<file path="config.mk">
export PLATFORM = sky130hd
export DESIGN_NAME = supply_compensated_fan_level
export DESIGN_NICKNAME = d
export VERILOG_FILES = /design/src/hw/rtl/scfl_pkg.sv /design/src/hw/rtl/scfl_div.sv /design/src/hw/rtl/scfl_dp.sv /design/src/hw/rtl/scfl_ctrl.sv /design/src/hw/rtl/supply_compensated_fan_level.sv
export SDC_FILE = /design/constraint.sdc
export NUM_CORES = 1
export LEC_CHECK = 0
export ABC_CLOCK_PERIOD_IN_PS = 7100
export BUFFER_PORTS_ARGS = -buffer_cell sky130_fd_sc_hd__buf_2
export CAP_MARGIN = 20
export CORE_MARGIN = 1.5
export CORE_UTILIZATION = 50
export CTS_CLUSTER_SIZE = 20
export DETAILED_ROUTE_END_ITERATION = 12
export PLACE_DENSITY = 0.63
export SKIP_CTS_REPAIR_TIMING = 1
export SLEW_MARGIN = 40
export SYNTH_ARGS = -nofsm -noshare
export SYNTH_HDL_FRONTEND = slang
export SYNTH_HIERARCHICAL = 1
export SYNTH_SLANG_ARGS = --single-unit
</file>
<file path="constraint.sdc">
create_clock -name clk -period 7.1 [get_ports clk]
set_input_delay 0.355 -clock clk [delete_from_list [all_inputs] [get_ports clk]]
set_output_delay 0.355 -clock clk [all_outputs]
set_load 0.005 [all_outputs]
</file>
<file path="src/hw/rtl/scfl_pkg.sv">
// Shared types and constants of the supply compensated fan level block.
// Holds the beat payload structs, the controller/datapath command and status
// structs and the fixed arithmetic constants. Depends on nothing.
package scfl_pkg;

    localparam int CAL_W = 20;
    localparam int DIG_W = 14;

    localparam logic [CAL_W-1:0] CAL_RESET  = 20'd600;
    localparam logic [CAL_W-1:0] CAL_MAX    = 20'hFFFFF;
    localparam logic [9:0]       SUPPLY_REF = 10'd720;
    localparam logic [7:0]       WINDOW     = 8'd200;
    localparam logic [6:0]       LEVEL_MAX  = 7'd127;
    localparam logic [3:0]       DIGIT_NINE = 4'd9;

    localparam logic [1:0] MODE_SUPPLY = 2'd0;
    localparam logic [1:0] MODE_TEMP   = 2'd1;
    localparam logic [1:0] MODE_TICK   = 2'd2;
    localparam logic [1:0] MODE_CAL    = 2'd3;

    localparam logic [1:0] DIG_THOUSANDS = 2'd0;
    localparam logic [1:0] DIG_HUNDREDS  = 2'd1;
    localparam logic [1:0] DIG_TENS      = 2'd2;

    typedef struct packed {
        logic [1:0] mode;
        logic [9:0] sample;
    } item_t;

    typedef struct packed {
        logic [3:0] volts_tens;
        logic [3:0] volts_units;
        logic [3:0] volts_tenths;
        logic [3:0] level_digit;
        logic       level_shown;
        logic [7:0] pwm_duty;
    } result_t;

    typedef struct packed {
        logic       latch_item;
        logic       update_avg;
        logic       mul;
        logic       div_start;
        logic       apply;
        logic       u_load;
        logic       dig_step;
        logic [1:0] dig_idx;
        logic       out_load;
    } cmd_t;

    typedef struct packed {
        logic [1:0] mode;
        logic       volt_zero;
        logic       div_busy;
    } status_t;

    // Decimal weight of the digit produced at each conversion step.
    function automatic logic [9:0] place_value(input logic [1:0] idx);
        logic [9:0] p;
        case (idx)
            DIG_THOUSANDS: p = 10'd1000;
            DIG_HUNDREDS:  p = 10'd100;
            DIG_TENS:      p = 10'd10;
            default:       p = 10'd1;
        endcase
        return p;
    endfunction

endpackage

</file>
<file path="src/hw/rtl/scfl_div.sv">
// Restoring divider, one quotient bit per cycle.
// Used by the datapath for both the start value and calibration quotients.
// Depends on nothing.
module scfl_div #(
    parameter int N     = 30,
    parameter int DVS_W = 10
) (
    input  logic             clk,
    input  logic             rst_n,
    input  logic             start,
    input  logic [N-1:0]     dividend,
    input  logic [DVS_W-1:0] divisor,
    output logic             busy,
    output logic [N-1:0]     quotient
);

    localparam int CNT_W = $clog2(N + 1);

    logic [CNT_W-1:0] cnt_reg, cnt_next;
    logic [N-1:0]     quo_reg, quo_next;
    logic [DVS_W-1:0] rem_reg, rem_next;
    logic [DVS_W:0]   shifted;
    logic [DVS_W:0]   diff;
    logic             ge;

    assign busy     = (cnt_reg != '0);
    assign quotient = quo_reg;
    assign shifted  = {rem_reg, quo_reg[N-1]};
    assign ge       = (shifted >= {1'b0, divisor});
    assign diff     = shifted - {1'b0, divisor};

    always_comb
    begin
        cnt_next = cnt_reg;
        quo_next = quo_reg;
        rem_next = rem_reg;
        if (start)
        begin
            cnt_next = CNT_W'(N);
            quo_next = dividend;
            rem_next = '0;
        end
        else if (busy)
        begin
            cnt_next = cnt_reg - 1'b1;
            quo_next = {quo_reg[N-2:0], ge};
            rem_next = ge ? diff[DVS_W-1:0] : shifted[DVS_W-1:0];
        end
    end

    always_ff @(posedge clk or negedge rst_n)
    begin
        if (!rst_n)
        begin
            cnt_reg <= '0;
        end
        else
        begin
            cnt_reg <= cnt_next;
        end
    end

    always_ff @(posedge clk)
    begin
        quo_reg <= quo_next;
        rem_reg <= rem_next;
    end

endmodule

</file>
<file path="src/hw/rtl/scfl_dp.sv">
// Datapath: averages, calibration, fan level, multiplier, digit conversion
// and the result register. Depends on scfl_pkg and scfl_div.
module scfl_dp #(
    parameter int ADC_BITS = 10
) (
    input  logic                                   clk,
    input  logic                                   rst_n,
    input  scfl_pkg::item_t                        item,
    input  scfl_pkg::cmd_t                         cmd,
    input  logic                                   cfg_we,
    input  logic [scfl_pkg::CAL_W-1:0]             cfg_data,
    output scfl_pkg::status_t                      status,
    output scfl_pkg::result_t                      result
);

    localparam int SX_W  = (ADC_BITS > 10) ? ADC_BITS : 10;
    localparam int DVS_W = (ADC_BITS > 10) ? ADC_BITS : 10;
    localparam int N     = scfl_pkg::CAL_W + ADC_BITS;
    localparam int CW    = scfl_pkg::CAL_W;
    localparam int DW    = scfl_pkg::DIG_W;

    logic [1:0]          mode_reg;
    logic [9:0]          sample_reg;
    logic [ADC_BITS-1:0] volt_reg, volt_next;
    logic [ADC_BITS-1:0] temp_reg, temp_next;
    logic [CW-1:0]       cal_reg, cal_next;
    logic [6:0]          lvl_reg, lvl_next;
    logic [N-1:0]        prod_reg;
    logic [DW-1:0]       rem_reg, rem_next;
    logic [3:0]          d2_reg, d1_reg, d0_reg;
    logic [3:0]          d2_next, d1_next, d0_next;
    scfl_pkg::result_t   result_reg, result_next;

    logic [SX_W-1:0]     s_wide;
    logic [ADC_BITS-1:0] s_adc;
    logic                is_tick;
    logic [CW-1:0]       mul_a;
    logic [ADC_BITS-1:0] mul_b;
    logic [N-1:0]        prod_mul;
    logic [DVS_W-1:0]    divisor;
    logic                div_busy;
    logic [N-1:0]        quotient;
    logic [N-1:0]        temp_ext;
    logic [N-1:0]        delta;
    logic                in_window;
    logic [7:0]          delta8;
    logic [7:0]          lvl_ext;
    logic [6:0]          lvl_tick;
    logic [CW-1:0]       cal_sat;
    logic [DW-1:0]       u_val;
    logic [DW-1:0]       place;
    logic [3:0]          dig;
    logic [DW-1:0]       sub;

    // Leaky average: avg + floor((s - avg) / 2^sh).
    function automatic logic [ADC_BITS-1:0] leaky(
        input logic [ADC_BITS-1:0] avg,
        input logic [ADC_BITS-1:0] s,
        input int unsigned         sh
    );
        logic signed [ADC_BITS:0] d;
        logic signed [ADC_BITS:0] stp;
        logic signed [ADC_BITS:0] sum;
        d   = $signed({1'b0, s}) - $signed({1'b0, avg});
        stp = d >>> sh;
        sum = $signed({1'b0, avg}) + stp;
        return sum[ADC_BITS-1:0];
    endfunction

    assign s_wide  = SX_W'(sample_reg);
    assign s_adc   = s_wide[ADC_BITS-1:0];
    assign is_tick = (mode_reg == scfl_pkg::MODE_TICK);

    // Tick: cal * volt / 720. Calibrate: temp * 720 / volt.
    assign mul_a    = is_tick ? cal_reg : CW'(scfl_pkg::SUPPLY_REF);
    assign mul_b    = is_tick ? volt_reg : temp_reg;
    assign prod_mul = {{ADC_BITS{1'b0}}, mul_a} * {{CW{1'b0}}, mul_b};
    assign divisor  = is_tick ? DVS_W'(scfl_pkg::SUPPLY_REF) : DVS_W'(volt_reg);

    scfl_div #(
        .N     (N),
        .DVS_W (DVS_W)
    ) u_div (
        .clk      (clk),
        .rst_n    (rst_n),
        .start    (cmd.div_start),
        .dividend (prod_reg),
        .divisor  (divisor),
        .busy     (div_busy),
        .quotient (quotient)
    );

    // Fan level step: delta is start - temp, valid inside the window.
    assign temp_ext  = N'(temp_reg);
    assign delta     = quotient - temp_ext;
    assign in_window = (quotient > temp_ext) && (delta < N'(scfl_pkg::WINDOW));
    assign delta8    = delta[7:0];
    assign lvl_ext   = {1'b0, lvl_reg};

    always_comb
    begin
        lvl_tick = lvl_reg;
        if (!in_window)
        begin
            lvl_tick = '0;
        end
        else if (delta8 > lvl_ext + 8'd1)
        begin
            if (lvl_reg != scfl_pkg::LEVEL_MAX)
            begin
                lvl_tick = lvl_reg + 7'd1;
            end
        end
        else if (delta8 + 8'd1 < lvl_ext)
        begin
            lvl_tick = lvl_reg - 7'd1;
        end
    end

    assign cal_sat = (|quotient[N-1:CW]) ? scfl_pkg::CAL_MAX : quotient[CW-1:0];

    // Supply reading in hundredths of a volt.
    assign u_val = (DW'(volt_reg) << 1) - DW'(volt_reg >> 5) - DW'(volt_reg >> 6);

    // One decimal digit per step: count how many multiples of the place fit.
    assign place = DW'(scfl_pkg::place_value(cmd.dig_idx));

    always_comb
    begin
        dig = '0;
        sub = '0;
        for (int k = 1; k <= 9; k++)
        begin
            if (rem_reg >= DW'(k) * place)
            begin
                dig = 4'(k);
                sub = DW'(k) * place;
            end
        end
    end

    always_comb
    begin
        volt_next = volt_reg;
        temp_next = temp_reg;
        cal_next  = cal_reg;
        lvl_next  = lvl_reg;
        rem_next  = rem_reg;
        d2_next   = d2_reg;
        d1_next   = d1_reg;
        d0_next   = d0_reg;
        if (cmd.update_avg && mode_reg == scfl_pkg::MODE_SUPPLY)
        begin
            volt_next = leaky(volt_reg, s_adc, 2);
        end
        if (cmd.update_avg && mode_reg == scfl_pkg::MODE_TEMP)
        begin
            temp_next = leaky(temp_reg, s_adc, 3);
        end
        if (cmd.apply && is_tick)
        begin
            lvl_next = lvl_tick;
        end
        if (cfg_we)
        begin
            cal_next = cfg_data;
        end
        else if (cmd.apply && mode_reg == scfl_pkg::MODE_CAL)
        begin
            cal_next = cal_sat;
        end
        if (cmd.u_load)
        begin
            rem_next = u_val;
        end
        else if (cmd.dig_step)
        begin
            rem_next = rem_reg - sub;
            case (cmd.dig_idx)
                scfl_pkg::DIG_THOUSANDS: d2_next = dig;
                scfl_pkg::DIG_HUNDREDS:  d1_next = dig;
                default:                 d0_next = dig;
            endcase
        end
    end

    // Result: tenths rounded from the leftover hundredths, with carry.
    always_comb
    begin
        logic [3:0] r2;
        logic [3:0] r1;
        logic [3:0] r0;
        r2 = d2_reg;
        r1 = d1_reg;
        r0 = d0_reg;
        if (rem_reg > DW'(4))
        begin
            if (d0_reg != scfl_pkg::DIGIT_NINE)
            begin
                r0 = d0_reg + 4'd1;
            end
            else
            begin
                r0 = '0;
                if (d1_reg != scfl_pkg::DIGIT_NINE)
                begin
                    r1 = d1_reg + 4'd1;
                end
                else
                begin
                    r1 = '0;
                    r2 = d2_reg + 4'd1;
                end
            end
        end
        result_next              = result_reg;
        result_next.volts_tens   = r2;
        result_next.volts_units  = r1;
        result_next.volts_tenths = r0;
        result_next.level_digit  = lvl_reg[6:3];
        result_next.level_shown  = |lvl_reg[6:3];
        result_next.pwm_duty     = {lvl_reg, 1'b0};
    end

    always_ff @(posedge clk or negedge rst_n)
    begin
        if (!rst_n)
        begin
            volt_reg <= '0;
            temp_reg <= '0;
            cal_reg  <= scfl_pkg::CAL_RESET;
            lvl_reg  <= '0;
        end
        else
        begin
            volt_reg <= volt_next;
            temp_reg <= temp_next;
            cal_reg  <= cal_next;
            lvl_reg  <= lvl_next;
        end
    end

    always_ff @(posedge clk)
    begin
        if (cmd.latch_item)
        begin
            mode_reg   <= item.mode;
            sample_reg <= item.sample;
        end
        if (cmd.mul)
        begin
            prod_reg <= prod_mul;
        end
        if (cmd.out_load)
        begin
            result_reg <= result_next;
        end
        rem_reg <= rem_next;
        d2_reg  <= d2_next;
        d1_reg  <= d1_next;
        d0_reg  <= d0_next;
    end

    assign status.mode      = mode_reg;
    assign status.volt_zero = (volt_reg == '0);
    assign status.div_busy  = div_busy;
    assign result           = result_reg;

endmodule

</file>
<file path="src/hw/rtl/scfl_ctrl.sv">
// Controller state machine: sequences one item through the datapath and
// owns both handshakes. Depends on scfl_pkg.
module scfl_ctrl (
    input  logic              clk,
    input  logic              rst_n,
    input  logic              item_valid,
    output logic              item_ready,
    output logic              result_valid,
    input  logic              result_ready,
    input  scfl_pkg::status_t status,
    output scfl_pkg::cmd_t    cmd
);

    localparam logic [3:0] S_IDLE  = 4'd0;
    localparam logic [3:0] S_DISP  = 4'd1;
    localparam logic [3:0] S_MUL   = 4'd2;
    localparam logic [3:0] S_DIVS  = 4'd3;
    localparam logic [3:0] S_DIVW  = 4'd4;
    localparam logic [3:0] S_APPLY = 4'd5;
    localparam logic [3:0] S_ULOAD = 4'd6;
    localparam logic [3:0] S_DIG   = 4'd7;
    localparam logic [3:0] S_DONE  = 4'd8;

    logic [3:0] state_reg, state_next;
    logic [1:0] idx_reg, idx_next;
    logic       valid_reg, valid_next;

    assign item_ready   = (state_reg == S_IDLE);
    assign result_valid = valid_reg;

    always_comb
    begin
        state_next = state_reg;
        idx_next   = idx_reg;
        valid_next = valid_reg;
        cmd        = '0;
        cmd.dig_idx = idx_reg;
        if (valid_reg && result_ready)
        begin
            valid_next = 1'b0;
        end
        case (state_reg)
            S_IDLE:
            begin
                if (item_valid)
                begin
                    cmd.latch_item = 1'b1;
                    state_next     = S_DISP;
                end
            end
            S_DISP:
            begin
                case (status.mode)
                    scfl_pkg::MODE_SUPPLY, scfl_pkg::MODE_TEMP:
                    begin
                        cmd.update_avg = 1'b1;
                        state_next     = S_ULOAD;
                    end
                    scfl_pkg::MODE_TICK:
                    begin
                        state_next = S_MUL;
                    end
                    default:
                    begin
                        state_next = status.volt_zero ? S_ULOAD : S_MUL;
                    end
                endcase
            end
            S_MUL:
            begin
                cmd.mul    = 1'b1;
                state_next = S_DIVS;
            end
            S_DIVS:
            begin
                cmd.div_start = 1'b1;
                state_next    = S_DIVW;
            end
            S_DIVW:
            begin
                if (!status.div_busy)
                begin
                    state_next = S_APPLY;
                end
            end
            S_APPLY:
            begin
                cmd.apply  = 1'b1;
                state_next = S_ULOAD;
            end
            S_ULOAD:
            begin
                cmd.u_load = 1'b1;
                idx_next   = scfl_pkg::DIG_THOUSANDS;
                state_next = S_DIG;
            end
            S_DIG:
            begin
                cmd.dig_step = 1'b1;
                idx_next     = idx_reg + 2'd1;
                if (idx_reg == scfl_pkg::DIG_TENS)
                begin
                    state_next = S_DONE;
                end
            end
            S_DONE:
            begin
                if (!valid_reg || result_ready)
                begin
                    cmd.out_load = 1'b1;
                    valid_next   = 1'b1;
                    state_next   = S_IDLE;
                end
            end
            default:
            begin
                state_next = S_IDLE;
            end
        endcase
    end

    always_ff @(posedge clk or negedge rst_n)
    begin
        if (!rst_n)
        begin
            state_reg <= S_IDLE;
            idx_reg   <= '0;
            valid_reg <= 1'b0;
        end
        else
        begin
            state_reg <= state_next;
            idx_reg   <= idx_next;
            valid_reg <= valid_next;
        end
    end

endmodule

</file>
<file path="src/hw/rtl/supply_compensated_fan_level.sv">
// Supply compensated fan level: one result beat for every item beat.
// Samples and a calibrate on zero supply go straight from dispatch to the decimal conversion;
// ticks and other calibrates first pass through the multiplier and the shared restoring
// divider, which retires one quotient bit per cycle.
// One item is in work at a time; a new item can be taken in the same cycle as the result of
// the previous one goes valid. Reset is asynchronous, active low.
module supply_compensated_fan_level #(
    parameter int ADC_BITS = 10
) (
    input  logic                          clk,
    input  logic                          rst_n,
    input  logic                          item_valid,
    output logic                          item_ready,
    input  scfl_pkg::item_t               item,
    output logic                          result_valid,
    input  logic                          result_ready,
    output scfl_pkg::result_t             result,
    input  logic                          cfg_valid,
    output logic                          cfg_ready,
    input  logic [scfl_pkg::CAL_W-1:0]    cfg_data
);

    scfl_pkg::cmd_t    cmd;
    scfl_pkg::status_t status;

    // Configuration beats must only be sent while the block is idle; the block
    // itself does not enforce this, and cfg_ready is tied high.
    assign cfg_ready = 1'b1;

    // The controller accepts an item in its idle state and walks it through
    // the datapath: supply and temperature samples update their leaky
    // average; a tick multiplies the calibration value by the supply average
    // and divides by 720 to get the start temperature, then steps the fan
    // level; a calibrate command computes temp * 720 / volt, kept unchanged
    // when the supply average is zero. Every item ends with a three step
    // decimal conversion of the supply reading and a load of the result.
    // The result register lets the next item start while the previous result
    // waits; the item input is not ready while an item is in work, and also stalls
    // when a second result is ready before the first one has been taken.
    scfl_ctrl u_ctrl (
        .clk          (clk),
        .rst_n        (rst_n),
        .item_valid   (item_valid),
        .item_ready   (item_ready),
        .result_valid (result_valid),
        .result_ready (result_ready),
        .status       (status),
        .cmd          (cmd)
    );

    // The datapath holds all block state, the multiplier, the divider and
    // the registered result.
    scfl_dp #(
        .ADC_BITS (ADC_BITS)
    ) u_dp (
        .clk      (clk),
        .rst_n    (rst_n),
        .item     (item),
        .cmd      (cmd),
        .cfg_we   (cfg_valid && cfg_ready),
        .cfg_data (cfg_data),
        .status   (status),
        .result   (result)
    );

endmodule
</file>
==> run_results.csv <==
group,metric,value,unit
outcome,status,"finished clean",
sta,finalSetupViolCount,0,
drt,dr.max_layer_used,"met4",
finish,multi_input_area,0.0146,mm2
finish,fill_cells,3745,
sta,max_slew_margin,0.420,
critical_path,ff2ff_setup_slack,0.47,ns
logic_synthesis,synth_flop_cell,"edfxtp_1",
placed_design,place_area,0.0222,mm2
clock_tree,clock_latency,0.50,ns
clock_tree,cts_max_path_buffers,2,
floorplanning,start_util,0.505,
sta,hold_viol_final,0,
logic_synthesis,synthAdderAreaFrac,0.287,
finish,num_antenna_cells,0,
drt,met3_length,2.73,mm
critical_path,crit_path_top_delay_cell,"fa_1",
floorplanning,die_w,208,um
flow_run,cap_violations,0,
critical_path,timing.rr.end,"u_dp/prod_reg[28]",
logic_synthesis,muxShareOfSynthArea,0.0215,
logic_synthesis,synth_compound_area_frac,0.156,
critical_path,r2r-start,"u_dp/mode_reg[1]",
drt,drt_iter0_drc,1261,
clock_tree,path_clk_slew,0.08,ns
critical_path,cp-startpoint,"u_dp/mode_reg[1]",
critical_path,arrival,6.88,ns
drt,via_per_inst,5.96,
grt,grtUsageTotal,0.280,
logic_synthesis,synth_nets,2749,
floorplanning,ioPinCount,65,
sta,fin_setup_tns,0,ns
floorplanning,core-area,0.0418,mm2
logic_synthesis,yosys_warnings,6,
sta,fmax,0.151,GHz
logic_synthesis,async_flop_share,0.316,
critical_path,path_depth,19,
floorplanning,die_h,208,um
logic_synthesis,synth-seq-cells,187,
critical_path,cp_common_cell,"fa_1",
finish,utilization,0.546,
logic_synthesis,yosys.area_share.simple,0.170,
finish,seq_area,0.00523,mm2
placed_design,portBuffers,62,
finish,drive_gt1_frac,0.108,
drt,wl_met2,28.4,mm
critical_path,path_buf_inv,2,
drt,drtAntennaViolNets,0,
worst_hold_path,hp-class,"in2reg",
critical_path,cp_cell_sequence,"nor2b_4 -> buf_4 -> buf_4 -> o21ai_0 -> fa_1 -> fa_1 -> fa_1 -> fa_1 -> fa_1 -> ha_1 -> a21oi_1 -> nand2_1 -> o32ai_1 -> a21oi_1 -> a311oi_2 -> o21ai_0 -> a31o_2 -> a21oi_1 -> xnor2_1",
sta,worst_pin_slew,0.858,ns
clock_tree,cts_tree,"yes",
critical_path,rr_worst_depth,19,
grt,grt_pass1_wl,95.6,mm
sta,finalCritPeriodShare,0.933,
critical_path,crit_required,7.36,ns
grt,grt_max_degree,60,
sta,slew_violations,0,
logic_synthesis,syn_area,0.0211,mm2
logic_synthesis,syn-mean-instance-area,9.10,um2
logic_synthesis,synth_top_family_by_area,"adder cells",
logic_synthesis,synth_xor_area_frac,0.0546,
drt,via_count,17384,
finish,area_growth,8.08,%
finish,finalNonFillerCells,2919,
floorplanning,row_count,75,
floorplanning,die-area,0.0434,mm2
logic_synthesis,ys_seq_area_frac,0.248,
placed_design,placed_cells,2886,
logic_synthesis,netlist_instances,2320,
critical_path,cp_top_family,"adder cells",
grt,grt_pass1_vias,17789,
drt,routed_wl,58.3,mm
critical_path,cp-start-kind,"register",
grt,antenna_found_initial,0,
drt,wire_per_inst,20.0,um
clock_tree,htreeDepth,4,
critical_path,endpoint_kind,"register",
critical_path,cp-endpoint,"u_dp/prod_reg[28]",
finish,final_common_cell,"ha_1",
sta,timing.clock.skew,0.0184,ns
critical_path,cp_max_fo,35,
drt,first_pass_iters,8,
finish,final_cell_mix,"241 x ha_1, 221 x inv_1, 212 x nand2_1",
logic_synthesis,synth_edf_count,118,
placed_design,hpwl,46.0,mm
clock_tree,cts_buffers,17,
grt,grt-ovfl-total,0,
finish,final_area,0.0228,mm2
critical_path,critical-path-max-stage-delay,0.60,ns
critical_path,crit_type,"reg2reg",
clock_tree,root_buffer,"clkbuf_16",
logic_synthesis,ys_types,102,
placed_design,gp_congestion,0.964,
sta,rsz0062_at_grt,"false",
sta,fin_crit,6.63,ns
drt,met1_length,25.0,mm
finish,nets,2796,
drt,drc,0,
clock_tree,cts_sinks,187,
==> area by class of cell <==
| cell class | instances | share of cell area |
|---|---|---|
| flip-flops and latches | 187 | 0.229 |
| clock buffers | 18 | 0.0188 |
| repair buffers | 135 | 0.0382 |
| multi-input cells | 1800 | 0.640 |
| well taps | 539 | 0.0296 |
| clock inverters | 14 | 0.00664 |
| inverters | 226 | 0.0372 |
==> metal layers <==
layer  global-route usage  up-vias
met2                0.479      476
met1                0.356     8536
met4                0.117        0
met5                    0        -
met3               0.0397      116
li1                     -     8256
==> Yosys cell counts, types with 5 or more instances <==
cell type,count,area (um2)
ha_1,241,3020
inv_1,221,830
nand2_1,212,796
nor2_1,183,687
a21oi_1,153,766
fa_1,151,3020
edfxtp_1,118,3540
o21ai_0,97,485
xnor2_1,90,788
and3_1,86,538
clkbuf_1,85,319
dfrtp_1,55,1380
a21o_1,46,345
nor3_1,46,230
nand3_1,41,205
xor2_1,39,342
mux2_2,35,394
nor2b_1,27,169
o22ai_1,27,169
nand2b_1,26,163
a211oi_1,25,188
a31oi_1,24,150
nand4_1,22,138
nor4_1,18,113
o21bai_1,15,113
o31ai_1,14,105
o21a_1,11,82.6
buf_4,10,75.1
dfxtp_1,10,200
a211o_1,9,78.8
and2_1,9,56.3
o211ai_1,9,67.6
or2_2,8,50.1
buf_2,7,35.0
a31o_2,6,52.6
mux2i_1,6,60.1
o221ai_1,6,52.6
a21boi_0,5,37.5
a311oi_1,5,43.8
or3_1,5,31.3
==> logic make-up (layout without fill, tap and decap cells) <==
kind of cell             after synthesis  after routing
flip-flops                           187            187
adder cells (fa/ha/maj)              393            393
AO/OA/AOI/OAI                        510            510
AND/OR/NAND/NOR                      724            724
other                                  2              2
multiplexers                          41             41
buffers and inverters                333            393
XOR/XNOR                             130            130
==> worst reg2reg max path, delay by kind of cell, from the launching register on <==
family	cells	cell delay, ns
buffers and inverters	2	0.67
flip-flops	1	0.46
AND/OR/NAND/NOR	2	0.42
XOR/XNOR	1	0.08
adder cells (fa/ha/maj)	6	3.02
AO/OA/AOI/OAI	8	1.76
==> metrics by stage <==
stage	setup slack, ns	hold WS, ns
3_3_place_gp	0.367	0.474
4_1_cts	0.187	-0.0531
3_5_place_dp	0.249	0.478
6_report	0.475	0.0384
5_1_grt	0.0177	0.0114
2_1_floorplan	0.827	0.0594
==> how the worst min path moves through the flow <==
| stage | cells past startpoint | end | from | slack [ns] |
|---|---|---|---|---|
| floorplan | 0 | u_ctrl/idx_reg[0] | rst_n | 0.06 |
| global placement | 0 | u_dp/result[10] | u_dp/lvl_reg[4] | 0.47 |
| detailed placement | 0 | u_dp/result[10] | u_dp/lvl_reg[4] | 0.48 |
| CTS | 2 | u_dp/lvl_reg[1] | rst_n | -0.05 |
| global route | 1 | u_dp/s_adc[9] | item[9] | 0.01 |
| finish | 1 | u_dp/s_adc[5] | item[5] | 0.04 |
Power is not shown: default switching activity piles up to over one toggle a cycle in this logic, so the estimate is an artifact.
